`config.mk`:
```
export PLATFORM = sky130hd
export DESIGN_NAME = positional_list_engine
export DESIGN_NICKNAME = d
export VERILOG_FILES = /design/src/ple_pkg.sv /design/src/ple_datapath.sv /design/src/ple_controller.sv /design/src/positional_list_engine.sv
export SDC_FILE = /design/constraint.sdc
export NUM_CORES = 2
export LEC_CHECK = 0
export CORE_ASPECT_RATIO = 1.4
export CORE_MARGIN = 2
export CORE_UTILIZATION = 50
export CTS_CLUSTER_DIAMETER = 120
export DETAILED_ROUTE_END_ITERATION = 8
export DONT_BUFFER_PORTS = 1
export SLEW_MARGIN = 20
export SYNTH_ARGS = -nofsm -noshare
export SYNTH_HDL_FRONTEND = slang
export SYNTH_SLANG_ARGS = --single-unit
```
`constraint.sdc`:
```
create_clock -name clk -period 8.98 [get_ports clk]
set_input_delay 2.245 -clock clk [delete_from_list [all_inputs] [get_ports clk]]
set_output_delay 2.245 -clock clk [all_outputs]
set_load 0.1 [all_outputs]
```
`src/ple_pkg.sv`:
```
`default_nettype none
// ----------------------------------------------------------------------------
// ple_pkg
// shared constants and controller/datapath interface types for the
// positional list engine
// ----------------------------------------------------------------------------
package ple_pkg;

  // default list capacity
  localparam int DEPTH_DEFAULT = 64;

  // field widths of the request and response words
  localparam int OPCODE_W   = 2;
  localparam int POSITION_W = 7;
  localparam int VALUE_W    = 32;
  localparam int LENGTH_W   = 7;

  // operation codes
  localparam logic [OPCODE_W-1:0] OP_INSERT = 2'd0;
  localparam logic [OPCODE_W-1:0] OP_REMOVE = 2'd1;
  localparam logic [OPCODE_W-1:0] OP_GET    = 2'd2;
  localparam logic [OPCODE_W-1:0] OP_CLEAR  = 2'd3;

  // commands from the controller to the datapath
  typedef struct packed {
    logic load;       // capture the request word
    logic start_ins;  // set up the move-back pass of an insert
    logic start_rem;  // set up the move-forward pass of a remove
    logic read_pos;   // read the entry at the request position
    logic step;       // move one entry
    logic put;        // write the new value at the request position
    logic commit;     // update the count and load the response word
  } ple_cmd_t;

  // status from the datapath to the controller
  typedef struct packed {
    logic err;        // bad position or list full
    logic op_ins;
    logic op_rem;
    logic op_get;
    logic moves_zero; // no entries left to move
  } ple_status_t;

endpackage
`default_nettype wire

```
`src/ple_datapath.sv`:
```
`default_nettype none
// ----------------------------------------------------------------------------
// ple_datapath
// entry memory, move pointers, entry count and response register
// ----------------------------------------------------------------------------
module ple_datapath #(
  parameter int DEPTH = ple_pkg::DEPTH_DEFAULT
) (
  input  wire logic                                 clk,
  input  wire logic                                 rst,
  input  wire logic        [ple_pkg::OPCODE_W-1:0]   opcode,
  input  wire logic        [ple_pkg::POSITION_W-1:0] position,
  input  wire logic signed [ple_pkg::VALUE_W-1:0]    value_in,
  input  wire ple_pkg::ple_cmd_t                     cmd,
  output ple_pkg::ple_status_t                       st,
  output logic                                       status,
  output logic signed      [ple_pkg::VALUE_W-1:0]    value_out,
  output logic             [ple_pkg::LENGTH_W-1:0]   length
);

  localparam int CW   = $clog2(DEPTH + 1);
  localparam int AW   = $clog2(DEPTH);
  localparam int CMPW = (CW > ple_pkg::POSITION_W) ? CW : ple_pkg::POSITION_W;

  logic [ple_pkg::VALUE_W-1:0] mem [DEPTH];

  logic [ple_pkg::OPCODE_W-1:0]   op_r;
  logic [ple_pkg::POSITION_W-1:0] pos_r;
  logic [ple_pkg::VALUE_W-1:0]    val_r;
  logic [CW-1:0]                  count;
  logic [CW-1:0]                  count_next;
  logic [CW-1:0]                  moves;
  logic [AW-1:0]                  rd_ptr;
  logic [AW-1:0]                  raddr;
  logic [AW-1:0]                  pend_addr;
  logic                           pend_valid;
  logic [ple_pkg::VALUE_W-1:0]    rdata;
  logic [CMPW-1:0]                pos_x;
  logic [CMPW-1:0]                count_x;
  logic [CMPW-1:0]                cnx;
  logic                           err;

  assign pos_x   = CMPW'(pos_r);
  assign count_x = CMPW'(count);

  always_comb begin
    case (op_r)
      ple_pkg::OP_INSERT: err = (pos_x > count_x) || (count_x >= CMPW'(DEPTH));
      ple_pkg::OP_REMOVE: err = pos_x >= count_x;
      ple_pkg::OP_GET:    err = pos_x >= count_x;
      default:            err = 1'b0;
    endcase
  end

  assign st.err        = err;
  assign st.op_ins     = (op_r == ple_pkg::OP_INSERT);
  assign st.op_rem     = (op_r == ple_pkg::OP_REMOVE);
  assign st.op_get     = (op_r == ple_pkg::OP_GET);
  assign st.moves_zero = (moves == '0);

  // request capture
  always_ff @(posedge clk) begin
    if (cmd.load) begin
      op_r  <= opcode;
      pos_r <= position;
      val_r <= value_in;
    end
  end

  // move pointers: insert walks down from the tail, remove walks up
  always_ff @(posedge clk) begin
    if (cmd.start_ins) begin
      moves  <= CW'(count_x - pos_x);
      rd_ptr <= AW'(count_x - CMPW'(1));
    end else if (cmd.start_rem) begin
      moves  <= CW'(count_x - pos_x - CMPW'(1));
      rd_ptr <= AW'(pos_x + CMPW'(1));
    end else if (cmd.step) begin
      moves  <= moves - CW'(1);
      rd_ptr <= st.op_ins ? rd_ptr - AW'(1) : rd_ptr + AW'(1);
    end
  end

  // each read is followed by its pending write in the next cycle
  always_ff @(posedge clk) begin
    if (rst) begin
      pend_valid <= 1'b0;
    end else begin
      pend_valid <= cmd.step;
    end
  end

  always_ff @(posedge clk) begin
    if (cmd.step) begin
      pend_addr <= st.op_ins ? rd_ptr + AW'(1) : rd_ptr - AW'(1);
    end
  end

  assign raddr = cmd.step ? rd_ptr : AW'(pos_x);

  always_ff @(posedge clk) begin
    if (cmd.step || cmd.read_pos) begin
      rdata <= mem[raddr];
    end
  end

  always_ff @(posedge clk) begin
    if (pend_valid) begin
      mem[pend_addr] <= rdata;
    end else if (cmd.put) begin
      mem[AW'(pos_x)] <= val_r;
    end
  end

  // count update and response word
  always_comb begin
    count_next = count;
    if (st.op_ins && !err) begin
      count_next = count + CW'(1);
    end else if (st.op_rem && !err) begin
      count_next = count - CW'(1);
    end else if (op_r == ple_pkg::OP_CLEAR) begin
      count_next = '0;
    end
  end

  assign cnx = CMPW'(count_next);

  always_ff @(posedge clk) begin
    if (rst) begin
      count <= '0;
    end else if (cmd.commit) begin
      count <= count_next;
    end
  end

  always_ff @(posedge clk) begin
    if (cmd.commit) begin
      status    <= err;
      value_out <= (st.op_get && !err) ? rdata : '0;
      length    <= cnx[ple_pkg::LENGTH_W-1:0];
    end
  end

  a_count_bound: assert property (@(posedge clk) disable iff (rst)
    count_x <= CMPW'(DEPTH))
    else $error("entry count above capacity");

  a_port_conflict: assert property (@(posedge clk) disable iff (rst)
    pend_valid |-> !cmd.put)
    else $error("shift write collides with insert write");

  a_insert_count: assert property (@(posedge clk) disable iff (rst)
    (cmd.commit && st.op_ins && !err) |=> (count == $past(count) + CW'(1)))
    else $error("insert did not grow the list by one");

endmodule
`default_nettype wire

```
`src/ple_controller.sv`:
```
`default_nettype none
// ----------------------------------------------------------------------------
// ple_controller
// operation sequencer and response valid flag
// ----------------------------------------------------------------------------
module ple_controller (
  input  wire logic                 clk,
  input  wire logic                 rst,
  input  wire logic                 req_valid,
  output logic                      req_stall,
  output logic                      rsp_valid,
  input  wire logic                 rsp_stall,
  input  wire ple_pkg::ple_status_t st,
  output ple_pkg::ple_cmd_t         cmd
);

  localparam logic [2:0] S_IDLE   = 3'd0;
  localparam logic [2:0] S_DECODE = 3'd1;
  localparam logic [2:0] S_SHIFT  = 3'd2;
  localparam logic [2:0] S_PUT    = 3'd3;
  localparam logic [2:0] S_FINISH = 3'd4;

  logic [2:0] state;
  logic [2:0] state_next;
  logic       rsp_valid_next;

  assign req_stall = (state != S_IDLE);

  always_comb begin
    state_next = state;
    cmd        = '0;
    case (state)
      S_IDLE: begin
        if (req_valid) begin
          cmd.load   = 1'b1;
          state_next = S_DECODE;
        end
      end
      S_DECODE: begin
        if (st.err) begin
          state_next = S_FINISH;
        end else if (st.op_ins) begin
          cmd.start_ins = 1'b1;
          state_next    = S_SHIFT;
        end else if (st.op_rem) begin
          cmd.start_rem = 1'b1;
          state_next    = S_SHIFT;
        end else if (st.op_get) begin
          cmd.read_pos = 1'b1;
          state_next   = S_FINISH;
        end else begin
          state_next = S_FINISH;
        end
      end
      S_SHIFT: begin
        // the cycle after the last read drains the trailing write
        if (!st.moves_zero) begin
          cmd.step = 1'b1;
        end else if (st.op_ins) begin
          state_next = S_PUT;
        end else begin
          state_next = S_FINISH;
        end
      end
      S_PUT: begin
        cmd.put    = 1'b1;
        state_next = S_FINISH;
      end
      S_FINISH: begin
        if (!rsp_valid || !rsp_stall) begin
          cmd.commit = 1'b1;
          state_next = S_IDLE;
        end
      end
      default: begin
        state_next = S_IDLE;
      end
    endcase
  end

  always_comb begin
    if (cmd.commit) begin
      rsp_valid_next = 1'b1;
    end else if (!rsp_stall) begin
      rsp_valid_next = 1'b0;
    end else begin
      rsp_valid_next = rsp_valid;
    end
  end

  always_ff @(posedge clk) begin
    if (rst) begin
      state     <= S_IDLE;
      rsp_valid <= 1'b0;
    end else begin
      state     <= state_next;
      rsp_valid <= rsp_valid_next;
    end
  end

  a_accept_decode: assert property (@(posedge clk) disable iff (rst)
    (req_valid && !req_stall) |=> (state == S_DECODE))
    else $error("accepted word not decoded");

  a_err_finish: assert property (@(posedge clk) disable iff (rst)
    (state == S_DECODE && st.err) |=> (state == S_FINISH))
    else $error("rejected operation did not go straight to finish");

  a_free_slot: assert property (@(posedge clk) disable iff (rst)
    (state == S_FINISH && !rsp_valid) |=> (rsp_valid && state == S_IDLE))
    else $error("result not loaded into a free response slot");

  a_put_after_shift: assert property (@(posedge clk) disable iff (rst)
    (state == S_PUT) |-> ($past(state) == S_SHIFT))
    else $error("insert write without a finished shift");

endmodule
`default_nettype wire

```
`src/positional_list_engine.sv`:
```
`default_nettype none
// ----------------------------------------------------------------------------
// positional_list_engine
// ordered list of up to DEPTH signed 32-bit entries with positional insert,
// remove, get and clear; one response word per request word
// ----------------------------------------------------------------------------
//
//   channel   handshake              payload
//   -------   --------------------   ---------------------------------
//   req       req_valid / req_stall  opcode, position, value_in
//   rsp       rsp_valid / rsp_stall  status, value_out, length
//
// get, clear and rejected words go from accept through decode to the
//   finish state and the response register; insert adds a shift pass and
//   the insert write, remove a shift pass alone; the shift pass moves one
//   entry per cycle through the single write port of the entry memory
// one word is worked at a time; the next word is accepted while a response
//   still waits in the output register
// reset: synchronous, clears the entry count, sequencer and response valid;
//   entry memory is not cleared, only entries below the count are read
// stalls: a stalled response holds its word; a finished word waits in the
//   sequencer until the response register frees up
//
module positional_list_engine #(
  parameter int DEPTH = ple_pkg::DEPTH_DEFAULT
) (
  input  wire logic                                 clk,
  input  wire logic                                 rst,
  // request channel
  input  wire logic                                 req_valid,
  output logic                                      req_stall,
  input  wire logic        [ple_pkg::OPCODE_W-1:0]   opcode,
  input  wire logic        [ple_pkg::POSITION_W-1:0] position,
  input  wire logic signed [ple_pkg::VALUE_W-1:0]    value_in,
  // response channel
  output logic                                      rsp_valid,
  input  wire logic                                 rsp_stall,
  output logic                                      status,
  output logic signed      [ple_pkg::VALUE_W-1:0]    value_out,
  output logic             [ple_pkg::LENGTH_W-1:0]   length
);

  ple_pkg::ple_cmd_t    cmd;
  ple_pkg::ple_status_t st;

  // sequencer: decode, shift pass, insert write, response handoff
  ple_controller u_ctrl (
    .clk       (clk),
    .rst       (rst),
    .req_valid (req_valid),
    .req_stall (req_stall),
    .rsp_valid (rsp_valid),
    .rsp_stall (rsp_stall),
    .st        (st),
    .cmd       (cmd)
  );

  // entry memory, pointers, count and response word
  ple_datapath #(
    .DEPTH (DEPTH)
  ) u_dp (
    .clk       (clk),
    .rst       (rst),
    .opcode    (opcode),
    .position  (position),
    .value_in  (value_in),
    .cmd       (cmd),
    .st        (st),
    .status    (status),
    .value_out (value_out),
    .length    (length)
  );

endmodule
`default_nettype wire

```
==> summary.txt <==
Status
  – Status: finished clean

Detailed routing
  – Via Count: 48100
  – WL per Instance: 29.5 um
  – Vias per cell: 6.17
  – Total wire length: 230000 um
  – Initial drt markers: 5797
  – Number of routed nets with antenna violations: 0
  – Remaining DRCs: 0
  – Drt first pass iters: 5

STA
  – Hold Violations, Final: 0
  – Final period utilization: 53.3%
  – Final Critical Period: 4.78 ns
  – RSZ-0062 raised after global routing: false
  – Max Freq: 209 MHz
  – Slew headroom: 26.4%
  – Max Clock Skew: 0.0266 ns
  – Worst-margin pin slew: 1.10 ns
  – Fin. max-slew vios: 0
  – Setup TNS Final: 0 ns
  – Final setup fails: 0

Critical path
  – Crit-path max FO: 158
  – RR Startpoint: u_dp.moves[2]
  – Critical Path AT: 5.46 ns
  – Crit path kind: reg2reg
  – End of the worst register-to-register path: u_dp.rdata[0]
  – Critical Path RT: 9.66 ns
  – CP startpoint: u_dp.moves[2]
  – Critical Path Sink Type: flip-flop
  – Startpoint types: flip-flop
  – Setup slack, reg-to-reg: 4.20 ns
  – Worst r2r path cells: 12

Layout
  – Final nets: 5437
  – Final core occ: 55.9%
  – Area growth syn-to-layout: 11.2%
  – Fillers: 13100
  – Layout cell share with drive strength beyond 1: 13.9%

Floorplanning
  – Initial core utilization: 50.3%
  – Die X: 353 um
  – # IOs: 87
  – Die extent in y: 493 um
  – Core area: 170000 sq um
  – # rows: 179
  – Full die area: 174000 sq um

Clocking
  – Post-cts repair resize count: 0
  – Worst skew pair latency: 0.83 ns
  – Hold buffer count at cts: 0
  – Clock root cell: clkbuf_16
  – CTS buffer count: 193
  – Post-CTS setup repair buffer count: 0
  – TritonCTS clock tree: yes
  – Worst-path clk slew: 0.06 ns
  – Clock Tree Buf Depth: 3
  – Htree depth: 4
  – Clock sink total: 2192

Flow run
  – # Max-Cap Violations: 0

Synth
  – Synth Flop Type: edfxtp_1
  – Post-synthesis simple-gate area fraction: 11.9%
  – Post-synthesis average cell area: 15.9 sq um
  – Post-Synthesis Cell Area: 85300 sq um
  – Cell taking the most area after synthesis: edfxtp_1
  – Register area share after synthesis: 77.0%
  – Synth Area in XOR/XNOR: 0.257%
  – Post-synth EDFFs: 2180
  – Mux cell area share after synthesis: 6.97%
  – Top-area cell type share of the netlist area: 76.7%
  – Post-synthesis register bit count: 2192
  – Mapped Cells: 5363
  – Synth unique cells: 69
  – Syn Nets: 5428
  – Largest family of logic cells by synthesized area: simple AND/OR/NAND/NOR gates
  – Synth Area in Compound Gates: 1.92%
  – Share of async-settable or async-resettable flops after synthesis: 0%
  – Syn. warnings: 0
  – Top post-synthesis cells by area: edfxtp_1, mux4_2, nand2_1
  – Area share of fa/ha/maj cells after synthesis: 0.302%

Global route
  – Total congestion overflow: 0
  – Vias in the first global route: 46300
  – Antenna violations before repair: 9
  – First-pass GRT wire length: 330000 um
  – Largest net degree at the start of global routing: 175
  – Gr usage total: 26.3%

Placement
  – Final HPWL DP: 120000 um
  – RePlAce Congestion: 0.876
  – Port Buf Inserts: 0

Worst hold path
  – Worst hold path depth: 2
  – Hold_sp: u_dp.count[6]
  – Hold Path End: u_dp.count[6]
  – HP Class: reg2reg

Power
  – Pleak: 30.7 nW
  – Worst vdd ir: 0.206 mV
  – PwrDens: 238 nW/um^2
## power breakdown
part / internal (W) / switching, W / leakage (nW)
sequential: 0.0116 / 0.000179 / 19.7
combinational: 0.000819 / 0.00183 / 7.96
clock: 0.00458 / 0.00362 / 3.01
## how the worst max path moves through the flow
| stage | slack, ns | end |
|---|---|---|
| 2_1_floorplan | 4.54 | u_dp.op_r[0] |
| 3_3_place_gp | 4.31 | u_dp.rdata[17] |
| 3_5_place_dp | 4.28 | u_dp.rdata[0] |
| 4_1_cts | 4.26 | u_dp.rdata[0] |
| 5_1_grt | 3.78 | u_dp.moves[6] |
| 6_report | 4.20 | u_dp.rdata[0] |
## cell usage after synthesis, drive strengths merged (4+ instances only)
cell type / count
mux4: 256
mux2i: 12
o211ai: 5
buf: 101
nor3b: 5
nor4: 6
and3: 35
nor3: 20
a221oi: 4
clkbuf: 212
a21oi: 19
o31ai: 7
inv: 31
mux2: 5
a22oi: 129
ha: 19
dfxtp: 12
xor2: 5
nor2b: 4
nand3: 791
or3: 38
o22ai: 6
nand3b: 5
nor2: 93
xnor2: 20
edfxtp: 2180
nand4: 98
a31oi: 6
o21ai: 18
nand2b: 4
nand2: 1173
## cells in the final DEF (no fill, tap or decap), types with 4 or more instances in the layout
cell	instances
nor2_4	70
a21oi_1	19
a221oi_1	4
o21ai_0	15
diode_2	8
buf_4	120
inv_1	30
nor3_1	12
clkbuf_16	200
nand2b_1	4
o31ai_1	7
nand2_1	1143
o22ai_1	6
xnor2_1	20
nand3_1	791
buf_12	7
clkinv_2	32
bufinv_16	18
nand3b_1	5
nor4_1	5
mux4_2	256
dfxtp_1	12
mux2i_1	10
o211ai_1	5
clkinv_1	41
ha_1	19
xor2_1	5
nor2_1	22
or3_1	38
and3_1	35
clkbuf_1	53
nand2_4	24
nor3_2	8
edfxtp_1	2180
nand2_2	6
nor2b_1	4
nand4_1	98
a22oi_1	129
a31oi_1	6
## worst max-delay path, stage by stage, from the launching register on
cell and delay, ns:
edfxtp_1 0.48, nor4_4 0.35, nand2_2 0.13, nand2_4 0.12, inv_4 0.13, mux2_8 0.78
buf_4 0.85, buf_12 0.60, nand2_1 0.11, nand3_1 0.11, nand3_1 0.10, nand4_1 0.43
or3_1 0.20
## per-stage QoR
step                instances  hold slack (ns)  setup WS [ns]  total power [W]  instance area [sq um]
floorplan                5363            0.518           4.54           0.0137                  85300
global placement         7439            0.560           4.31           0.0146                  88600
detailed placement       7439            0.573           4.28           0.0146                  88700
CTS                      7789            0.582           4.26           0.0227                  94800
global route             7791            0.616           3.78           0.0233                  94900
finish                   7797            0.581           4.20           0.0226                  94900
## sequential cells by signal, indices dropped and copies added, names as in the netlist, 2 cells and up
name / count
u_dp.mem: 2048
u_dp.rdata: 32
u_dp.val_r: 32
u_dp.value_out: 32
u_dp.count: 7
u_dp.length: 7
u_dp.moves: 7
u_dp.pos_r: 7
u_dp.pend_addr: 6
u_dp.rd_ptr: 6
u_ctrl.state: 3
u_dp.op_r: 2
## cells by family (layout without fill, tap and decap cells)
kind of cell,count (synthesis),after routing
simple gates,2283,2283
flops,2192,2192
buf+inv,344,508
mux,273,273
compound gates,226,226
xor+xnor,25,25
fa+ha+maj,20,20
other cells,0,8
## routing by layer
| layer | up-vias | track usage, % | share of wire, % |
|---|---|---|---|
| met5 | - | 0 | 0.012 |
| met4 | 4 | 7.71 | 2.8 |
| met3 | 401 | 4.17 | 7.4 |
| met2 | 2026 | 43.8 | 50 |
| met1 | 25100 | 36.1 | 40 |
| li1 | 20600 | - | - |
## layout make-up
cell class	count	area [sq um]	area share, %
repair buffers	127	1040	1.10
well taps	2262	2830	2.98
clock inverters	97	926	0.976
clock buffers	253	5200	5.48
flip-flops and latches	2192	65700	69.2
diodes	8	20.0	0.0211
inverters	31	119	0.125
multi-input cells	2827	19100	20.1
No activity file was read; power rests on OpenSTA's default activity.
